[config.mk]
export PLATFORM = sky130hd
export DESIGN_NAME = resp_stream_parser
export DESIGN_NICKNAME = d
export VERILOG_FILES = /design/src/design/rsp_pkg.sv /design/src/design/rsp_front.sv /design/src/design/rsp_core.sv /design/src/design/rsp_outq.sv /design/src/design/resp_stream_parser.sv
export VERILOG_INCLUDE_DIRS = /design/src /design/src/design
export SDC_FILE = /design/constraint.sdc
export NUM_CORES = 2
export LEC_CHECK = 0
export BUFFER_PORTS_ARGS = -buffer_cell sky130_fd_sc_hd__buf_2
export CAP_MARGIN = 20
export CORE_AREA = 8 8 312 314
export DETAILED_ROUTE_END_ITERATION = 16
export DIE_AREA = 0 0 320 322
export PLACE_DENSITY = 0.74
export SLEW_MARGIN = 0
export SYNTH_ARGS = -nofsm -noshare
export SYNTH_HDL_FRONTEND = slang
export SYNTH_SLANG_ARGS = --single-unit
[constraint.sdc]
create_clock -name clk -period 25.4 [get_ports clk]
set_input_delay 1.27 -clock clk [delete_from_list [all_inputs] [get_ports clk]]
set_output_delay 1.27 -clock clk [all_outputs]
set_load 0.02 [all_outputs]
[src/design/resp_stream_parser_macros.svh]
// Assertion macros used by the parser's top-level RTL file.
`ifndef RESP_STREAM_PARSER_MACROS_SVH
`define RESP_STREAM_PARSER_MACROS_SVH

// Antecedent implies consequent in the same cycle, checked out of reset.
`define RSP_ASSERT_IMPLIES(lbl, clk, rstn, ante, cons) \
	lbl: assert property (@(posedge clk) disable iff (!(rstn)) (ante) |-> (cons)) \
		else $error("resp parser check failed");

// Condition must never hold, checked out of reset.
`define RSP_ASSERT_NEVER(lbl, clk, rstn, cond) \
	lbl: assert property (@(posedge clk) disable iff (!(rstn)) !(cond)) \
		else $error("resp parser check failed");

`endif

[src/design/rsp_pkg.sv]
// Shared types, constants and codes of the RESP stream parser.
package rsp_pkg;

	localparam int STACK_DEPTH = 8;
	localparam int LVL_W = $clog2(STACK_DEPTH + 1);
	localparam int STK_AW = (STACK_DEPTH > 1) ? $clog2(STACK_DEPTH) : 1;

	localparam logic [30:0] OBJ_MAX = 31'h7FFF_FFFF;
	localparam logic [63:0] DEC_LIMIT = 64'd922337203685477580;

	localparam logic [20:0] MAX_LINE_RST = 21'd65536;
	localparam logic [30:0] MAX_BULK_RST = 31'd536870912;

	// Register indexes
	localparam logic REG_MAX_LINE = 1'b0;
	localparam logic REG_MAX_BULK = 1'b1;

	// Event codes
	localparam logic [3:0] EV_NONE = 4'd0;
	localparam logic [3:0] EV_SIMPLE = 4'd1;
	localparam logic [3:0] EV_ERRBYTE = 4'd2;
	localparam logic [3:0] EV_BULKBYTE = 4'd3;
	localparam logic [3:0] EV_STR_END = 4'd4;
	localparam logic [3:0] EV_INTEGER = 4'd5;
	localparam logic [3:0] EV_BULK_HDR = 4'd6;
	localparam logic [3:0] EV_ARRAY_HDR = 4'd7;
	localparam logic [3:0] EV_NIL = 4'd8;
	localparam logic [3:0] EV_ERROR = 4'd9;

	// Element kinds
	localparam logic [1:0] KIND_SIMPLE = 2'd0;
	localparam logic [1:0] KIND_BULK = 2'd1;
	localparam logic [1:0] KIND_ARRAY = 2'd2;

	// Protocol characters
	localparam logic [7:0] CH_PLUS = 8'h2B;
	localparam logic [7:0] CH_MINUS = 8'h2D;
	localparam logic [7:0] CH_COLON = 8'h3A;
	localparam logic [7:0] CH_DOLLAR = 8'h24;
	localparam logic [7:0] CH_STAR = 8'h2A;
	localparam logic [7:0] CH_CR = 8'h0D;
	localparam logic [7:0] CH_LF = 8'h0A;
	localparam logic [7:0] CH_ZERO = 8'h30;
	localparam logic [7:0] CH_NINE = 8'h39;

	typedef enum logic [2:0] {
		MODE_TYPE,
		MODE_LINE,
		MODE_NUMBER,
		MODE_BULK,
		MODE_BULK_END
	} mode_t;

	// Classified input byte
	typedef struct packed {
		logic [7:0] data;
		logic start_over;
		logic is_cr;
		logic is_lf;
		logic is_sign;
		logic is_minus;
		logic is_digit;
		logic [3:0] digit;
	} byte_info_t;

	// One result item
	typedef struct packed {
		logic [3:0] event_res;
		logic [7:0] data_byte;
		logic [63:0] number;
		logic [LVL_W-1:0] level;
		logic object_done;
		logic [30:0] object_bytes;
		logic last;
	} res_t;

	function automatic res_t mk_res(logic [3:0] ev, logic [7:0] d, logic [63:0] num,
		logic [LVL_W-1:0] lvl, logic done, logic [30:0] ob);
		res_t r;
		r.event_res = ev;
		r.data_byte = d;
		r.number = num;
		r.level = lvl;
		r.object_done = done;
		r.object_bytes = ob;
		r.last = 1'b0;
		return r;
	endfunction

endpackage

[src/design/rsp_front.sv]
// Front end: accepts stream bytes, classifies them and queues them for the parser core.
module rsp_front import rsp_pkg::*; (
	input  logic clk,
	input  logic arst_n,
	input  logic push,
	output logic full,
	input  logic [7:0] byte_in,
	input  logic start_over,
	output logic item_valid,
	output byte_info_t item,
	input  logic item_take
);

	byte_info_t q_q [2];
	logic wp_q, rp_q;
	logic [1:0] cnt_q;
	byte_info_t cls;
	logic wr, rd;

	// Byte classification
	always_comb begin
		cls.data = byte_in;
		cls.start_over = start_over;
		cls.is_cr = (byte_in == CH_CR);
		cls.is_lf = (byte_in == CH_LF);
		cls.is_sign = (byte_in == CH_PLUS) || (byte_in == CH_MINUS);
		cls.is_minus = (byte_in == CH_MINUS);
		cls.is_digit = (byte_in >= CH_ZERO) && (byte_in <= CH_NINE);
		cls.digit = 4'(byte_in - CH_ZERO);
	end

	assign full = (cnt_q == 2'd2);
	assign wr = push && !full;
	assign item_valid = (cnt_q != 2'd0);
	assign rd = item_take && item_valid;
	assign item = q_q[rp_q];

	// Two-entry queue storage
	always_ff @(posedge clk) begin
		if (wr) begin
			q_q[wp_q] <= cls;
		end
	end

	// Queue pointers
	always_ff @(posedge clk or negedge arst_n) begin
		if (!arst_n) begin
			wp_q <= 1'b0;
			rp_q <= 1'b0;
			cnt_q <= 2'd0;
		end else begin
			if (wr) begin
				wp_q <= !wp_q;
			end
			if (rd) begin
				rp_q <= !rp_q;
			end
			cnt_q <= 2'(cnt_q + {1'b0, wr} - {1'b0, rd});
		end
	end

endmodule

[src/design/rsp_core.sv]
// Parser core: runs the RESP state machine on one classified byte per cycle while the result queue has room.
module rsp_core import rsp_pkg::*; (
	input  logic clk,
	input  logic arst_n,
	input  logic [20:0] line_limit,
	input  logic [30:0] bulk_limit,
	input  logic item_valid,
	input  byte_info_t item,
	output logic item_take,
	input  logic room,
	output logic [1:0] res_cnt,
	output res_t res0,
	output res_t res1
);

	mode_t mode_q, mode_d;
	logic [30:0] stk_q [STACK_DEPTH];
	logic [LVL_W-1:0] lvl_q, lvl_d;
	logic [63:0] nv_q, nv_d;
	logic neg_q, neg_d, dig_q, dig_d;
	logic [20:0] ll_q, ll_d;
	logic [30:0] br_q, br_d;
	logic [30:0] obc_q, obc_d;
	logic pcr_q, pcr_d;
	logic [1:0] kind_q, kind_d;
	logic err_q, err_d;

	logic stk_we;
	logic [STK_AW-1:0] stk_wi;
	logic [30:0] stk_wv;

	logic cx_found;
	logic [STK_AW-1:0] cx_idx;
	res_t rv [2];
	logic [1:0] n;
	logic [63:0] val, thr;
	logic [20:0] ll1;
	logic [32:0] obj_sum;
	logic ok;

	assign item_take = item_valid && room;

	// Innermost open array that survives an element completing
	always_comb begin
		cx_found = 1'b0;
		cx_idx = '0;
		for (int i = 0; i < STACK_DEPTH; i++) begin
			if ((LVL_W'(i) < lvl_q) && (stk_q[i] != 31'd1)) begin
				cx_found = 1'b1;
				cx_idx = STK_AW'(i);
			end
		end
	end

	// Next state and results for the byte being taken
	always_comb begin
		mode_d = mode_q; lvl_d = lvl_q; nv_d = nv_q; neg_d = neg_q; dig_d = dig_q;
		ll_d = ll_q; br_d = br_q; obc_d = obc_q; pcr_d = pcr_q; kind_d = kind_q;
		err_d = err_q;
		stk_we = 1'b0; stk_wi = '0; stk_wv = '0;
		rv[0] = '0; rv[1] = '0; n = 2'd0;
		ok = 1'b1;
		ll1 = ll_q;
		val = neg_q ? 64'(-nv_q) : nv_q;
		thr = (neg_q ? (item.digit == 4'd9) : (item.digit >= 4'd8)) ? DEC_LIMIT - 64'd1
			: DEC_LIMIT;
		obj_sum = {2'b0, obc_q} + 33'd1 + {2'b0, nv_q[30:0]} + 33'd2;
		if (item_take) begin
			if (item.start_over) begin
				lvl_d = '0; obc_d = '0; err_d = 1'b0;
				mode_d = MODE_TYPE; nv_d = '0; neg_d = 1'b0; dig_d = 1'b0;
				ll_d = '0; br_d = '0; pcr_d = 1'b0; kind_d = KIND_SIMPLE;
			end else if (!err_q) begin
				if (obc_q == OBJ_MAX) begin
					err_d = 1'b1;
					rv[0] = mk_res(EV_ERROR, 8'd0, 64'd0, lvl_q, 1'b0, obc_q); n = 2'd1;
				end else begin
					obc_d = obc_q + 31'd1;
					// complete() requested by flags below
					case (mode_q)
						MODE_LINE: begin
							if (pcr_q && item.is_lf) begin
								ok = 1'b0;
								rv[0] = mk_res(EV_STR_END, 8'd0, 64'(ll_q), lvl_q, 1'b0, obc_d);
								n = 2'd1;
								mode_d = MODE_TYPE; // completion handled below
							end else begin
								if (pcr_q) begin
									pcr_d = 1'b0;
									if (ll_q >= line_limit) begin
										ok = 1'b0; err_d = 1'b1;
										rv[0] = mk_res(EV_ERROR, 8'd0, 64'd0, lvl_q, 1'b0, obc_d);
									end else begin
										ll1 = ll_q + 21'd1;
										rv[0] = mk_res((kind_q == KIND_SIMPLE) ? EV_SIMPLE : EV_ERRBYTE,
											CH_CR, 64'd0, lvl_q, 1'b0, obc_d);
									end
									n = 2'd1;
								end
								if (ok) begin
									if (item.is_cr) begin
										pcr_d = 1'b1;
									end else if (ll1 >= line_limit) begin
										err_d = 1'b1;
										rv[n[0]] = mk_res(EV_ERROR, 8'd0, 64'd0, lvl_q, 1'b0, obc_d);
										n = 2'(n + 2'd1);
									end else begin
										ll1 = ll1 + 21'd1;
										rv[n[0]] = mk_res((kind_q == KIND_SIMPLE) ? EV_SIMPLE : EV_ERRBYTE,
											item.data, 64'd0, lvl_q, 1'b0, obc_d);
										n = 2'(n + 2'd1);
									end
								end
								ll_d = ll1;
							end
						end
						MODE_NUMBER: begin
							if (pcr_q) begin
								if (!item.is_lf) begin
									err_d = 1'b1;
									rv[0] = mk_res(EV_ERROR, 8'd0, 64'd0, lvl_q, 1'b0, obc_d);
								end else if (kind_q == KIND_SIMPLE) begin
									rv[0] = mk_res(EV_INTEGER, 8'd0, val, lvl_q, 1'b0, obc_d);
									ok = 1'b0;
								end else if (neg_q && nv_q == 64'd1) begin
									rv[0] = mk_res(EV_NIL, 8'd0, 64'd0, lvl_q, 1'b0, obc_d);
									ok = 1'b0;
								end else if (neg_q && nv_q != 64'd0) begin
									err_d = 1'b1;
									rv[0] = mk_res(EV_ERROR, 8'd0, 64'd0, lvl_q, 1'b0, obc_d);
								end else if (kind_q == KIND_BULK) begin
									if ((|nv_q[63:31]) || (nv_q[30:0] > bulk_limit)
										|| (obj_sum > {2'b0, OBJ_MAX})) begin
										err_d = 1'b1;
										rv[0] = mk_res(EV_ERROR, 8'd0, 64'd0, lvl_q, 1'b0, obc_d);
									end else begin
										rv[0] = mk_res(EV_BULK_HDR, 8'd0, nv_q, lvl_q, 1'b0, obc_d);
										br_d = nv_q[30:0];
										pcr_d = 1'b0;
										mode_d = (nv_q == 64'd0) ? MODE_BULK_END : MODE_BULK;
									end
								end else if (|nv_q[63:31]) begin
									err_d = 1'b1;
									rv[0] = mk_res(EV_ERROR, 8'd0, 64'd0, lvl_q, 1'b0, obc_d);
								end else if (nv_q == 64'd0) begin
									rv[0] = mk_res(EV_ARRAY_HDR, 8'd0, 64'd0, lvl_q, 1'b0, obc_d);
									ok = 1'b0;
								end else if (lvl_q >= LVL_W'(STACK_DEPTH)) begin
									err_d = 1'b1;
									rv[0] = mk_res(EV_ERROR, 8'd0, 64'd0, lvl_q, 1'b0, obc_d);
								end else begin
									rv[0] = mk_res(EV_ARRAY_HDR, 8'd0, nv_q, lvl_q, 1'b0, obc_d);
									stk_we = 1'b1;
									stk_wi = STK_AW'(lvl_q);
									stk_wv = nv_q[30:0];
									lvl_d = lvl_q + LVL_W'(1);
									mode_d = MODE_TYPE; nv_d = '0; neg_d = 1'b0; dig_d = 1'b0;
									ll_d = '0; br_d = '0; pcr_d = 1'b0; kind_d = KIND_SIMPLE;
								end
								n = 2'd1;
							end else if (item.is_cr) begin
								if (dig_q) begin
									pcr_d = 1'b1;
								end else begin
									err_d = 1'b1;
									rv[0] = mk_res(EV_ERROR, 8'd0, 64'd0, lvl_q, 1'b0, obc_d);
									n = 2'd1;
								end
							end else if (ll_q >= line_limit) begin
								err_d = 1'b1;
								rv[0] = mk_res(EV_ERROR, 8'd0, 64'd0, lvl_q, 1'b0, obc_d);
								n = 2'd1;
							end else begin
								ll_d = ll_q + 21'd1;
								if (item.is_sign && ll_q == 21'd0) begin
									if (item.is_minus) begin
										neg_d = 1'b1;
									end
								end else if (item.is_digit) begin
									if (nv_q > thr) begin
										err_d = 1'b1;
										rv[0] = mk_res(EV_ERROR, 8'd0, 64'd0, lvl_q, 1'b0, obc_d);
										n = 2'd1;
									end else begin
										nv_d = (nv_q << 3) + (nv_q << 1) + 64'(item.digit);
										dig_d = 1'b1;
									end
								end else begin
									err_d = 1'b1;
									rv[0] = mk_res(EV_ERROR, 8'd0, 64'd0, lvl_q, 1'b0, obc_d);
									n = 2'd1;
								end
							end
						end
						MODE_BULK: begin
							rv[0] = mk_res(EV_BULKBYTE, item.data, 64'd0, lvl_q, 1'b0, obc_d);
							n = 2'd1;
							br_d = br_q - 31'd1;
							if (br_q == 31'd1) begin
								mode_d = MODE_BULK_END;
								pcr_d = 1'b0;
							end
						end
						MODE_BULK_END: begin
							if (!pcr_q) begin
								if (item.is_cr) begin
									pcr_d = 1'b1;
								end else begin
									err_d = 1'b1;
									rv[0] = mk_res(EV_ERROR, 8'd0, 64'd0, lvl_q, 1'b0, obc_d);
									n = 2'd1;
								end
							end else if (item.is_lf) begin
								rv[0] = mk_res(EV_STR_END, 8'd0, nv_q, lvl_q, 1'b0, obc_d);
								n = 2'd1;
								ok = 1'b0;
							end else begin
								err_d = 1'b1;
								rv[0] = mk_res(EV_ERROR, 8'd0, 64'd0, lvl_q, 1'b0, obc_d);
								n = 2'd1;
							end
						end
						default: begin
							mode_d = MODE_TYPE; nv_d = '0; neg_d = 1'b0; dig_d = 1'b0;
							ll_d = '0; br_d = '0; pcr_d = 1'b0; kind_d = KIND_SIMPLE;
							case (item.data)
								CH_PLUS: begin mode_d = MODE_LINE; kind_d = KIND_SIMPLE; end
								CH_MINUS: begin mode_d = MODE_LINE; kind_d = KIND_BULK; end
								CH_COLON: begin mode_d = MODE_NUMBER; kind_d = KIND_SIMPLE; end
								CH_DOLLAR: begin mode_d = MODE_NUMBER; kind_d = KIND_BULK; end
								CH_STAR: begin mode_d = MODE_NUMBER; kind_d = KIND_ARRAY; end
								default: begin
									err_d = 1'b1;
									rv[0] = mk_res(EV_ERROR, 8'd0, 64'd0, lvl_q, 1'b0, obc_d);
									n = 2'd1;
								end
							endcase
						end
					endcase
					// Element completion: close finished arrays, flag object end
					if (!ok && !err_d) begin
						if (cx_found) begin
							stk_we = 1'b1;
							stk_wi = cx_idx;
							stk_wv = stk_q[cx_idx] - 31'd1;
							lvl_d = LVL_W'(cx_idx) + LVL_W'(1);
						end else begin
							lvl_d = '0;
							obc_d = '0;
						end
						rv[0].object_done = !cx_found;
						mode_d = MODE_TYPE; nv_d = '0; neg_d = 1'b0; dig_d = 1'b0;
						ll_d = '0; br_d = '0; pcr_d = 1'b0; kind_d = KIND_SIMPLE;
					end
				end
			end
		end
		if (n == 2'd2) begin
			rv[1].last = 1'b1;
		end else if (n == 2'd1) begin
			rv[0].last = 1'b1;
		end
	end

	assign res_cnt = n;
	assign res0 = rv[0];
	assign res1 = rv[1];

	// Array count stack
	always_ff @(posedge clk) begin
		if (stk_we) begin
			stk_q[stk_wi] <= stk_wv;
		end
	end

	// Parser state
	always_ff @(posedge clk or negedge arst_n) begin
		if (!arst_n) begin
			mode_q <= MODE_TYPE;
			lvl_q <= '0;
			nv_q <= '0;
			neg_q <= 1'b0;
			dig_q <= 1'b0;
			ll_q <= '0;
			br_q <= '0;
			obc_q <= '0;
			pcr_q <= 1'b0;
			kind_q <= KIND_SIMPLE;
			err_q <= 1'b0;
		end else begin
			mode_q <= mode_d;
			lvl_q <= lvl_d;
			nv_q <= nv_d;
			neg_q <= neg_d;
			dig_q <= dig_d;
			ll_q <= ll_d;
			br_q <= br_d;
			obc_q <= obc_d;
			pcr_q <= pcr_d;
			kind_q <= kind_d;
			err_q <= err_d;
		end
	end

endmodule

[src/design/rsp_outq.sv]
// Result queue: takes up to two results per cycle, hands out one per transfer.
module rsp_outq import rsp_pkg::*; (
	input  logic clk,
	input  logic arst_n,
	input  logic [1:0] wr_cnt,
	input  res_t wr0,
	input  res_t wr1,
	output logic room,
	output logic empty,
	input  logic pop,
	output res_t head
);

	res_t q_q [4];
	logic [1:0] wp_q, rp_q;
	logic [2:0] cnt_q;
	logic rd;

	assign room = (cnt_q <= 3'd2);
	assign empty = (cnt_q == 3'd0);
	assign rd = pop && !empty;
	assign head = q_q[rp_q];

	// Storage
	always_ff @(posedge clk) begin
		if (wr_cnt != 2'd0) begin
			q_q[wp_q] <= wr0;
		end
		if (wr_cnt == 2'd2) begin
			q_q[2'(wp_q + 2'd1)] <= wr1;
		end
	end

	// Pointers and fill
	always_ff @(posedge clk or negedge arst_n) begin
		if (!arst_n) begin
			wp_q <= '0;
			rp_q <= '0;
			cnt_q <= '0;
		end else begin
			wp_q <= 2'(wp_q + wr_cnt);
			if (rd) begin
				rp_q <= 2'(rp_q + 2'd1);
			end
			cnt_q <= 3'(cnt_q + {1'b0, wr_cnt} - {2'b0, rd});
		end
	end

endmodule

[src/design/resp_stream_parser.sv]
// Top level of the RESP byte stream parser.
// Bytes enter through push/full and are parsed at one byte per cycle while the result queue
// has room; each byte yields zero, one or two result events, read out through empty/pop. A
// two-entry byte queue feeds the parser core, and a four-entry result queue behind it lets
// the core take a byte whenever at least two result slots are free. A pushed byte is
// registered in the byte queue and its events in the result queue, which drives the result
// ports. A byte that yields two events needs two pops, so the byte rate follows the rate at
// which results are drained. start_over clears the parser and its error latch. The line
// length limit (address 0) and the bulk length limit (address 4) are set through the APB port;
// the user must write them only while the parser is idle, as the block does not enforce this.
module resp_stream_parser import rsp_pkg::*; (
	input  logic clk,
	input  logic arst_n,
	input  logic psel,
	input  logic penable,
	input  logic pwrite,
	input  logic [2:0] paddr,
	input  logic [31:0] pwdata,
	output logic [31:0] prdata,
	output logic pready,
	input  logic push,
	output logic full,
	input  logic [7:0] byte_in,
	input  logic start_over,
	output logic empty,
	input  logic pop,
	output logic [3:0] event_res,
	output logic [7:0] data_byte,
	output logic signed [63:0] number,
	output logic [3:0] level,
	output logic object_done,
	output logic [30:0] object_bytes,
	output logic last
);

	`include "resp_stream_parser_macros.svh"

	logic [20:0] max_line_q;
	logic [30:0] max_bulk_q;
	logic item_valid, item_take, room;
	byte_info_t item;
	logic [1:0] res_cnt;
	res_t res0, res1, head;

	// Configuration registers
	assign pready = 1'b1;
	always_ff @(posedge clk or negedge arst_n) begin
		if (!arst_n) begin
			max_line_q <= MAX_LINE_RST;
			max_bulk_q <= MAX_BULK_RST;
		end else if (psel && penable && pwrite) begin
			if (paddr[2] == REG_MAX_LINE) begin
				max_line_q <= pwdata[20:0];
			end else begin
				max_bulk_q <= pwdata[30:0];
			end
		end
	end
	assign prdata = (paddr[2] == REG_MAX_BULK) ? {1'b0, max_bulk_q} : {11'd0, max_line_q};

	rsp_front u_front (
		.clk(clk), .arst_n(arst_n), .push(push), .full(full), .byte_in(byte_in),
		.start_over(start_over), .item_valid(item_valid), .item(item), .item_take(item_take)
	);

	rsp_core u_core (
		.clk(clk), .arst_n(arst_n), .line_limit(max_line_q), .bulk_limit(max_bulk_q),
		.item_valid(item_valid), .item(item), .item_take(item_take), .room(room),
		.res_cnt(res_cnt), .res0(res0), .res1(res1)
	);

	rsp_outq u_outq (
		.clk(clk), .arst_n(arst_n), .wr_cnt(res_cnt), .wr0(res0), .wr1(res1),
		.room(room), .empty(empty), .pop(pop), .head(head)
	);

	assign event_res = head.event_res;
	assign data_byte = head.data_byte;
	assign number = head.number;
	assign level = 4'(head.level);
	assign object_done = head.object_done;
	assign object_bytes = head.object_bytes;
	assign last = head.last;

	`RSP_ASSERT_IMPLIES(a_ev_range, clk, arst_n, !empty, event_res >= EV_SIMPLE && event_res <= EV_ERROR)
	`RSP_ASSERT_IMPLIES(a_done_last, clk, arst_n, !empty && object_done, last)
	`RSP_ASSERT_NEVER(a_take_no_room, clk, arst_n, item_take && !room)

endmodule

After elaboration in Yosys (flattened, before gate mapping)
Memories as Yosys holds them, arrays and structs flattened.
Index checks and enable logic that the tools add are counted.
{ "classes": {"n_eq_ne": 73, "shifts": 0, "n_mux": 370, "bitwise": 2, "mul": 0, "add_sub_neg": 22, "magnitude_cmp": 20, "n_div": 0, "n_reduce_logical": 60} }
{ "ops": {"columns": ["cell", "n"], "rows": [
  ["113-bit two-way mux", 34],
  ["226-bit two-way mux", 6],
  ["64-bit two-way mux", 19],
  ["31-bit two-way mux", 36],
  ["21-bit two-way mux", 26],
  ["226-bit bitwise mux", 2],
  ["113-bit case mux with 4 select lines", 1],
  ["31-bit by 1-bit != test with 1-bit output (second input constant)", 8],
  ["1-bit two-way mux", 146],
  ["64-bit case mux with 2 select lines", 1],
  ["3-bit two-way mux", 40],
  ["113-bit demux with 1-bit select", 1],
  ["31-bit case mux with 3 select lines", 1],
  ["64-bit by 4-bit adder with 64-bit output", 1],
  ["64-bit adder", 1],
  ["64-bit by 1-bit == test with 1-bit output (second input constant)", 1],
  ["64-bit greater-than comparator", 1],
  ["64-bit zero test", 1],
  ["64-bit negator", 1],
  ["64-bit nonzero test", 1],
  ["21-bit case mux with 3 select lines", 1],
  ["2-bit two-way mux", 31],
  ["31-bit by 1-bit subtractor with 31-bit output (second input constant)", 2],
  ["4-bit two-way mux", 15],
  ["other kinds (74)", 170]
]} }
{ "word_totals": {"inputBits": 51, "mem_count": 3, "word_cells": 569, "ramBits": 736, "register_bits": 223, "latch_bits": 0, "rom_bits": 0} }
{ "memory_table": {"columns": ["name", "depth", "width", "rd", "rd_ports_with_merged_regs", "write_ports", "line", "rtl"], "rows": [
  ["u_outq.q_q", 4, 113, 1, 0, 2, "rsp_outq.sv:14", "res_t q_q [4];"],
  ["u_core.stk_q", 8, 31, 9, 0, 1, "rsp_core.sv:17", "logic [30:0] stk_q [STACK_DEPTH];"],
  ["u_front.q_q", 2, 18, 1, 0, 1, "rsp_front.sv:14", "byte_info_t q_q [2];"]
]} }

Logic depth before layout (Yosys ltp)
{ "logic_depth": {"depth_word": 28, "depth_mapped": 27, "depth_no_buf": 26} }

Hierarchy
A second synthesis with hierarchy kept.
{ "unflattened": {"hier_cells": 5144, "hier_area_um2": 58875.2} }
{ "by_module_without_submodules": {"columns": ["module", "instances", "cells_per_inst", "area_each_um2", "seq_area_each_um2"], "rows": [
  ["rsp_core", 1, 3781, 32561.2, 11451.0],
  ["rsp_outq", 1, 1135, 22680.5, 13748.2],
  ["resp_stream_parser", 1, 149, 2264.7, 1303.8],
  ["rsp_front", 1, 79, 1368.8, 940.9]
]} }

Least setup slack after synthesis
No wires, ideal clock.
{ "synth_path": {"path_type": "register to register", "start": "reg u_front.rp_q", "end": "mem u_outq.q_q[1][0] in the netlist's numbering (enable)", "required_time_ns": 24.813, "arrival_ns": 8.386, "path_stages_with_launch": 15, "slack_ns": 16.428, "path_cell_list": "dfrtp_1 buf_2 buf_1 mux2_2 nand3_1 a21oi_1 ha_1 nand4_1 or4_1 o31a_1 a211oi_1 a41oi_1 a211oi_1 mux2i_1 nor2_1"} }
{ "synth_lines": {"columns": ["element", "line", "rtl"], "rows": [
  ["from (decl)", "rsp_front.sv:15", "logic wp_q, rp_q;"],
  ["from (signal assigned)", "rsp_front.sv:56", "rp_q <= !rp_q;"],
  ["to (decl)", "rsp_outq.sv:14", null]
]} }

==> qor.txt <==
status - finished, final reports clean
total wire length - 165000 µm
RSZ-0062 raised after global routing - no
Power Dens Cells - 86.5 mW/mm²
proportion of netlist area held by the largest area contributor - 39.9%
Crit Reg-Reg Endpoint - u_outq.q_q[0][108]
detailed-route vias per instance - 6.79
cell taking the most area after synthesis - sky130_fd_sc_hd__edfxtp_1
Routed WL per cell - 25.8 µm
leakage power - 24.1 nW
cts repair resizes - 0
Logic pwr share - 35.1%
switching fraction of total power - 36.7%
Worst Hold Endpoint - u_front.wp_q
count of TritonRoute iterations in the first routing pass - 8
top cells by area, synth - sky130_fd_sc_hd__edfxtp_1 (40%), sky130_fd_sc_hd__dfrtp_1 (10%), sky130_fd_sc_hd__ha_1 (6.4%)
count of flip-flops with a built-in enable after synthesis - 728
critical path endpoint category - register
clock buffers created by TritonCTS - 101
Max Cap Violations - 0
final clock period utilization by the worst path - 30.6%
fraction of registers with async set or reset after synthesis - 23.4%
total negative slack for setup checks - 0 ps
clock tree from TritonCTS - yes
buffers inserted by post-CTS timing repair - 0
Reg clk slew, reported paths - 60 ps
count of H-tree levels built during CTS - 3
number of nets produced by synthesis - 5350
DP Wirelength - 111000 µm
fraction of layout instances using a drive strength above 1 - 14.1%
number of DRC violations after detailed routing - 0
class of the most critical setup path - reg2reg
largest fanout on the critical path - 14
nets - 5421
setup violators final - 0
worst path setup slack after routing - 17630 ps
vias in the first global route - 41.2k
Boundary Pins - 199
worst setup slack for register-to-register paths - 17630 ps
total congestion overflow - 0
CP Launch Type - register
number of inserted filler cells in the final layout - 7133
worst r2r src - u_core.ll_q[6]
worst slack, placed - 17920 ps
total routing usage reported by global routing - 31.0%
endpoint required time on the critical path - 25930 ps
cell area after synthesis - 0.0548 mm²
detailed router's first-iteration violation count - 5547
Seq/Total Area, Yosys - 50.1%
final core utilization - 65.1%
max-slew violation total from the final report - 0
final critical-path required period - 7770 ps
Power Total - 0.00521 W
row count - 112
Avg Inst Size Synth - 10.9 µm²
layout overhead on the synthesized area - 9.89%
sink count of the clock tree - 951
post-synthesis cell type count - 115
Primary FF master, synth - sky130_fd_sc_hd__edfxtp_1
count of yosys warnings during synthesis - 0
share of power burned in the clock network - 28.8%
overall die width - 320 µm
Initial Utilization - 59.2%
CTS max path bufs - 3
min-delay worst type - reg2reg
I/O Buffers - 193
total number of vias - 43.2k
transition time at the pin with the least slew margin - 1170 ps
initial antenna violation count - 3
core region area - 0.0925 mm²
Peak Freq - 129 MHz
Worst setup startpoint - u_core.ll_q[6]
path depth of the worst reg2reg path - 22
most repeated cell in the gate-level netlist after synthesis - sky130_fd_sc_hd__edfxtp_1
Die Outline Area - 0.103 mm²
count of hold buffers inserted by post-cts repair - 0
sw power - 0.00191 W
Worst Skew - 36.2 ps
max-slew headroom at the worst pin - 22.0%
maximum number of pins on one net before global-route repair - 117
Hold Startpoint - u_front.wp_q
first-pass GRT wire length - 248000 µm
IR drop worst, VDD - 0.0625 mV
arrival time reported for the critical path endpoint - 8310 ps
number of failing hold endpoints at the final stage - 0
Clk Latency, worst-skew pair - 700 ps
clock root buffer - sky130_fd_sc_hd__clkbuf_16
Hold Path Stages - 1
ranking of synthesized cells by instance count - sky130_fd_sc_hd__edfxtp_1 (728), sky130_fd_sc_hd__nand2_1 (451), sky130_fd_sc_hd__o21ai_0 (403)
flip-flop and latch count after synthesis - 951
last weighted congestion value of the routability-driven placer - 0.994
remaining number of nets flagged by the antenna check after routing - 0
fraction of power consumed by sequential logic - 36.2%
height of the die - 322 µm
Power Internal - 0.00330 W
synthesized instance count - 5015
-- stage by stage --
stage,instance area [µm²],instances,hold slack [ps]
global route,60200,6363,510
finish,60200,6365,488
detailed placement,56800,6176,480
CTS,60100,6358,492
global placement,56800,6175,479
floorplan,54800,5015,461
-- state kept, by name, indices dropped and copies added, names as in the netlist, 3 cells and up --
signal	count
u_outq.cnt_q	3
u_core.br_q	31
u_core.lvl_q	4
max_line_q	21
u_core.stk_q	248
u_front.q_q	28
u_outq.q_q	452
u_core.ll_q	21
u_core.mode_q	3
max_bulk_q	31
u_core.nv_q	64
u_core.obc_q	31
-- metal layers --
layer | GRT usage [%] | part of all wire (%) | up-vias
li1 | - | - | 19400
met1 | 42.3 | 40 | 21100
met2 | 48.1 | 45 | 2320
met3 | 6.29 | 10 | 413
met4 | 13.9 | 4.8 | 0
met5 | 0 | 0 | -
-- critical path, stage by stage, from the launching register on --
cell and delay [ps]:
sky130_fd_sc_hd__dfrtp_1 750, sky130_fd_sc_hd__ha_1 370, sky130_fd_sc_hd__a21o_1 160, sky130_fd_sc_hd__a21o_1 170
sky130_fd_sc_hd__a21oi_1 130, sky130_fd_sc_hd__nand2_1 90, sky130_fd_sc_hd__o21a_1 360, sky130_fd_sc_hd__nor4_1 960
sky130_fd_sc_hd__and4_1 370, sky130_fd_sc_hd__nand2_1 100, sky130_fd_sc_hd__xnor2_1 410, sky130_fd_sc_hd__ha_1 330
sky130_fd_sc_hd__a21o_1 150, sky130_fd_sc_hd__a21oi_1 160, sky130_fd_sc_hd__o21ai_0 130, sky130_fd_sc_hd__a2111oi_0 390
sky130_fd_sc_hd__a21oi_1 130, sky130_fd_sc_hd__buf_4 210, sky130_fd_sc_hd__nor3b_2 510, sky130_fd_sc_hd__nand2_1 260
sky130_fd_sc_hd__nor3_1 840, sky130_fd_sc_hd__a21oi_1 390, sky130_fd_sc_hd__nor2_1 210
-- power groups by stage --
stage | combinational, W | clock [W] | sequential (W)
6_report | 0.00183 | 0.00150 | 0.00188
5_1_grt | 0.00194 | 0.00157 | 0.00190
4_1_cts | 0.00181 | 0.00151 | 0.00188
3_5_place_dp | 0.00181 | 0 | 0.00191
3_3_place_gp | 0.00178 | 0 | 0.00191
2_1_floorplan | 0.00131 | 0 | 0.00186
-- layout by cell type (no fill, tap or decap), drive strengths merged, types with 70 or more instances in the layout --
cell and n:
edfxtp 728, nand2 453, o21ai 424, a21oi 355, nor2 302, buf 298
ha 280, dfrtp 221, inv 164, nand3 125, clkbuf 124, mux4 113
nor3 102, nand4 96, nor4 96, xnor2 95, a21o 93, mux2i 90
o31ai 70
-- kinds of logic after synthesis --
group / Yosys count / share of synthesized area, %
fa+ha+maj: 284 / 6.54
other cells: 2 / 0.0137
simple gates: 1452 / 13.2
xor+xnor: 160 / 2.56
buf+inv: 493 / 3.65
mux: 271 / 7.69
flops: 951 / 50.1
compound gates: 1402 / 16.2
-- layout make-up --
type / instances / area, µm² / area share, %
clock inverter: 60 / 654 / 1.09
sequential: 951 / 27500 / 45.6
inverter: 161 / 604 / 1.00
tap: 1197 / 1500 / 2.49
clock buffer: 122 / 2690 / 4.47
multi-input combinational: 3571 / 25500 / 42.3
antenna: 3 / 7.51 / 0.0125
timing repair buffer: 300 / 1810 / 3.00
-- worst max path at each step --
stage                     slack [ps]  depth (start not counted)            endpoint
final                          17630                         22  u_outq.q_q[0][108]
after global routing           17290                         21  u_outq.q_q[0][108]
after CTS                      17890                         22  u_outq.q_q[0][108]
after detailed placement       17920                         22  u_outq.q_q[0][108]
after global placement         18100                         23     u_core.ll_q[19]
after floorplan                16430                         14    u_outq.q_q[1][0]
Note: power is estimated with default switching activity, not from simulation.
